File: config.mk
export PLATFORM = sky130hd
export DESIGN_NAME = sfpb_jobq
export DESIGN_NICKNAME = d
export VERILOG_FILES = /design/src/design/sfpb_pkg.sv /design/src/design/sfpb_jobq.sv
export SDC_FILE = /design/constraint.sdc
export NUM_CORES = 1
export LEC_CHECK = 0
export ABC_AREA = 1
export ABC_CLOCK_PERIOD_IN_PS = 3050
export BUFFER_PORTS_ARGS = -buffer_cell sky130_fd_sc_hd__buf_4
export CORE_AREA = 2 2 76 78
export DETAILED_ROUTE_END_ITERATION = 8
export DIE_AREA = 0 0 78 80
export GPL_ROUTABILITY_DRIVEN = 0
export PLACE_DENSITY_LB_ADDON = 0.12
export RECOVER_POWER = 25
export REMOVE_ABC_BUFFERS = 1
export SLEW_MARGIN = 40
export SYNTH_ARGS = -nofsm -noshare
export SYNTH_HDL_FRONTEND = slang
export SYNTH_SLANG_ARGS = --single-unit
File: constraint.sdc
create_clock -name clk -period 3.05 [get_ports clk]
set_clock_uncertainty 0.05 [all_clocks]
set_input_delay 0.61 -clock clk [delete_from_list [all_inputs] [get_ports clk]]
set_output_delay 0.61 -clock clk [all_outputs]
set_load 0.01 [all_outputs]
File: src/design/sfpb_pkg.sv
// shared types, constants and reply tables for the serial flash programmer bridge
package sfpb_pkg;

  localparam int BufBytes = 8192;
  localparam int BufAw    = $clog2(BufBytes);

  localparam logic [7:0] ACK = 8'h06;
  localparam logic [7:0] NAK = 8'h15;

  localparam logic [1:0] CMD_UART = 2'd0;
  localparam logic [1:0] CMD_TICK = 2'd1;
  localparam logic [1:0] CMD_SPI  = 2'd2;

  // reply kinds handed from the parser to the sequencer
  localparam logic [3:0] RK_NONE  = 4'd0;
  localparam logic [3:0] RK_ACK   = 4'd1;
  localparam logic [3:0] RK_NAK   = 4'd2;
  localparam logic [3:0] RK_IFACE = 4'd3;
  localparam logic [3:0] RK_MAP   = 4'd4;
  localparam logic [3:0] RK_NAME  = 4'd5;
  localparam logic [3:0] RK_SBUF  = 4'd6;
  localparam logic [3:0] RK_BUS   = 4'd7;
  localparam logic [3:0] RK_WMAX  = 4'd8;
  localparam logic [3:0] RK_SYNC  = 4'd9;
  localparam logic [3:0] RK_RMAX  = 4'd10;
  localparam logic [3:0] RK_FWD   = 4'd11;

  typedef struct packed {
    logic [3:0]  kind;
    logic [7:0]  fwd;       // forwarded read byte
    logic        spi;       // one spi byte follows the reply
    logic [BufAw-1:0] idx;  // store address of that spi byte
    logic        wr_phase;  // spi byte comes from the store
    logic        first;
    logic        lst;
  } job_t;

  typedef struct packed {
    logic       port;
    logic [7:0] data;
    logic       spi_first;
    logic       spi_last;
    logic       last;
  } res_t;

  function automatic logic [5:0] reply_len(input logic [3:0] k);
    case (k)
      RK_ACK, RK_NAK, RK_FWD: reply_len = 6'd1;
      RK_BUS, RK_SYNC: reply_len = 6'd2;
      RK_IFACE, RK_SBUF: reply_len = 6'd3;
      RK_WMAX, RK_RMAX: reply_len = 6'd4;
      RK_NAME: reply_len = 6'd17;
      RK_MAP:  reply_len = 6'd33;
      default: reply_len = 6'd0;
    endcase
  endfunction

  function automatic logic [7:0] name_byte(input logic [3:0] i);
    case (i)
      4'd0: name_byte = 8'h46;  4'd1: name_byte = 8'h6C;
      4'd2: name_byte = 8'h61;  4'd3: name_byte = 8'h73;
      4'd4: name_byte = 8'h68;  4'd5: name_byte = 8'h6B;
      4'd6: name_byte = 8'h65;  4'd7: name_byte = 8'h65;
      4'd8: name_byte = 8'h70;  4'd9: name_byte = 8'h65;
      4'd10: name_byte = 8'h72; 4'd11: name_byte = 8'h46;
      4'd12: name_byte = 8'h50; 4'd13: name_byte = 8'h47;
      4'd14: name_byte = 8'h41;
      default: name_byte = 8'h00;
    endcase
  endfunction

  // byte i of a reply, byte 0 being the ack or nak, or the forwarded byte for a forward
  function automatic logic [7:0] reply_byte(input logic [3:0] k, input logic [5:0] i,
                                            input logic [7:0] fwd);
    reply_byte = 8'h00;
    case (k)
      RK_NAK: reply_byte = NAK;
      RK_FWD: reply_byte = fwd;
      RK_SYNC: reply_byte = (i == 6'd0) ? NAK : ACK;
      RK_IFACE: reply_byte = (i == 6'd1) ? 8'h01 : 8'h00;
      RK_SBUF: reply_byte = 8'hFF;
      RK_BUS: reply_byte = 8'h08;
      RK_WMAX: reply_byte = (i == 6'd2) ? 8'h01 : 8'h00;
      RK_RMAX: reply_byte = (i == 6'd2) ? 8'h10 : 8'h00;
      RK_MAP: begin
        case (i)
          6'd1: reply_byte = 8'h3F;
          6'd2: reply_byte = 8'h01;
          6'd3: reply_byte = 8'h0F;
          default: reply_byte = 8'h00;
        endcase
      end
      RK_NAME: reply_byte = name_byte(4'(i - 6'd1));
      default: reply_byte = 8'h00;
    endcase
    if (i == 6'd0 && k != RK_NAK && k != RK_FWD && k != RK_SYNC) reply_byte = ACK;
  endfunction

endpackage

File: src/design/sfpb_jobq.sv
// two-entry queue of jobs between parser and sequencer
module sfpb_jobq (
  input  logic clk,
  input  logic rst_n,
  input  logic wr_valid,
  output logic wr_ready,
  input  sfpb_pkg::job_t wr_job,
  output logic rd_valid,
  input  logic rd_ready,
  output sfpb_pkg::job_t rd_job
);
  sfpb_pkg::job_t mem_r [2];
  logic [1:0] cnt_r;
  logic wp_r, rp_r;
  logic push, pop;

  assign wr_ready = (cnt_r != 2'd2);
  assign rd_valid = (cnt_r != 2'd0);
  assign rd_job = mem_r[rp_r];
  assign push = wr_valid && wr_ready;
  assign pop = rd_valid && rd_ready;

  always_ff @(posedge clk) begin
    if (push) mem_r[wp_r] <= wr_job;
    if (!rst_n) begin
      cnt_r <= '0; wp_r <= 1'b0; rp_r <= 1'b0;
    end else begin
      if (push) wp_r <= ~wp_r;
      if (pop) rp_r <= ~rp_r;
      cnt_r <= cnt_r + {1'b0, push} - {1'b0, pop};
    end
  end
endmodule

==> metrics <==
status=completed; commonest cells after routing, fill and taps aside=edfxtp_1 (58), buf_4 (48), mux2_2 (19), clkbuf_4 (16), mux2_4 (10); Final Setup Violations=0; Reg-to-Reg End=cnt_r[1]; # rows=27; HPWL Detailed=about 2900 µm; Final Hold Viols=0; DR vias=1292; initial DRC count=78; reg2reg setup slack=approximately 1400 ps; Leak=about 1.2 nW; layout net count=237; Die Area=6240 µm²; crit-path max FO=17; max_cap viols=0; GRT Overall Usage=0.1436; CP max stage delay=370 ps; DR pass1 iterations=4; die span in x=78 µm; CTS Buf Count=9; pins over their slew limit=0; Slew Limit Headroom=0.7328; Initial Util=0.4391; period utilization=0.6905; Hold Startpoint=wr_job[24]; CP max stage cell=mux2_2; commonest non-fill, non-tap cell in the layout=edfxtp_1; Pwr Density=roughly 830 nW/µm²; Worst Hold Path EP=mem_r[1][24]; CTS tree=done; initial antenna violation count=0; postcts setup bufs=0; r2r startpoint=cnt_r[0]; Clock Tree Buf Depth=2; CP Buf/Inv Count=2; #FFs+latches synth=63; hold path cells=1; Final ANT Viol Nets=0; Seq/Total Area, Yosys=0.7760; synthesized area=2374 µm²; RSZ-0062 raised after global routing=no; core footprint=5405 µm²; yosys warns=0; Worst setup SP type=register; FMAX=0.4748 GHz; DR DRC count=0; vias in the first global route=1394; Root Buffer Master=clkbuf_8; die height=~80 µm; Clock Latency Late Sink=330 ps; Final min period=approximately 2100 ps; Area growth syn-to-layout=32.26%; worst setup margin=944.0 ps; H-Tree Depth=3; total congestion overflow=0; pre-CTS WS=1207 ps; Vias per Instance=4.631; Worst-Margin Slew=400.7 ps; # hold bufs at CTS=0; CTS Sinks=63; DRT Wirelength=4167 µm; Largest delay share family, worst path=buffers and inverters; Hold WC Path Type=in -> reg; first-pass GRT wire length=approximately 6500 µm; CP arrival=1450 ps; Worst VDD drop=0.4371 mV; clk slew on worst S/H paths=60 ps; Crit. End Element=output pin; Worst Path Class, Setup=reg -> out; most numerous cell on the critical path=buf_4; setup TNS=0 ps; Worst Reg-to-Reg Cells=10; Post-Synthesis Cells=about 130; Synth Area per Inst=18.84 µm²; I/O pin count=64; WL/cell=14.94 µm; Cell variety after synth=12; ant diodes=0; largest net degree at the start of global routing=30; crit-path cells=buf_4 -> mux2_2 -> buf_4; I/O Buffers=63; Post-CTS Resized=0; CP Data Required Time=2390 ps; layout cell share with drive strength beyond 1=0.5169
worst max-delay path by stage:
stage / from / end / slack, ps / depth (start not counted)
detailed placement: rd_ready / cnt_r[1] / 1210 / 9
global route: register / rd_job[3] / 860 / 3
CTS: register / rd_job[3] / 920 / 3
finish: register / rd_job[3] / 940 / 3
global placement: register / rd_job[16] / 1290 / 3
floorplan: wr_valid / mem_r[0][0] / 670 / 2
worst reg2reg max path, delay by kind of cell, from the launching register on:
kind / cells / cell delay (ps)
flip-flops: 1 / 360
AND/OR/NAND/NOR: 4 / 360
adder cells (fa/ha/maj): 2 / 470
buffers and inverters: 3 / 160
AO/OA/AOI/OAI: 1 / 160
per-stage QoR:
step                      std cells    util  area, µm²  hold slack [ps]  total power, mW
after floorplan                 123       -       2346            417.5            1.543
after global placement          263  0.5456       2949            447.3            1.841
after detailed placement        263  0.5456       2949            450.5            1.876
after CTS                       279  0.5836       3154            407.1            2.629
after global routing            279  0.5808       3139            410.1            2.721
final                           279  0.5808       3139            418.2            2.594
power by group:
group	total, mW	leakage, nW	switching [mW]	internal [mW]
clock	0.753	0.104	0.294	0.458
combinational	0.705	0.552	0.337	0.368
sequential	1.14	0.583	0.0408	1.10
total	2.59	1.24	0.672	1.92
logic make-up (layout without fill, tap and decap cells):
family | after synthesis | count (layout) | synth area share
buf+inv | 10 | 91 | 0.02267
compound gates | 2 | 2 | 0.004217
simple gates | 20 | 20 | 0.03321
fa+ha+maj | 2 | 2 | 0.01054
mux | 29 | 29 | 0.1534
flops | 63 | 63 | 0.7760
cells in the mapped netlist (all sizes together):
library cell	instances	area, µm²
edfxtp	58	1742
dfxtp	5	100.1
buf	3	27.52
nor2	8	30.03
nand2	9	33.78
mux2	29	364.1
inv	7	26.28
ha	2	25.02
a21oi	2	10.01
nand3	3	15.01
final cells by class:
class,instances,area [µm²]
clock buffer,12,135.1
clock inverter,4,70.07
fill,459,2266
inverter,7,26.28
multi-input combinational,53,480.5
sequential,63,1842
tap,72,90.09
timing repair buffer,68,495.5
flip-flops by register name, indices dropped and copies added (netlist names), named ones only:
| name | count |
|---|---|
| mem_r | 58 |
| rp_r | 1 |
| cnt_r | 2 |
| wp_r | 1 |
routing by layer:
layer	track usage	routed length, µm	vias to the layer above
met1	0.1639	1737	613
met4	0.08421	104	0
met3	0.04186	254	11
met2	0.2405	2070	47
met5	0	0	-
li1	-	-	621
Power figures use the tool's default switching activity.
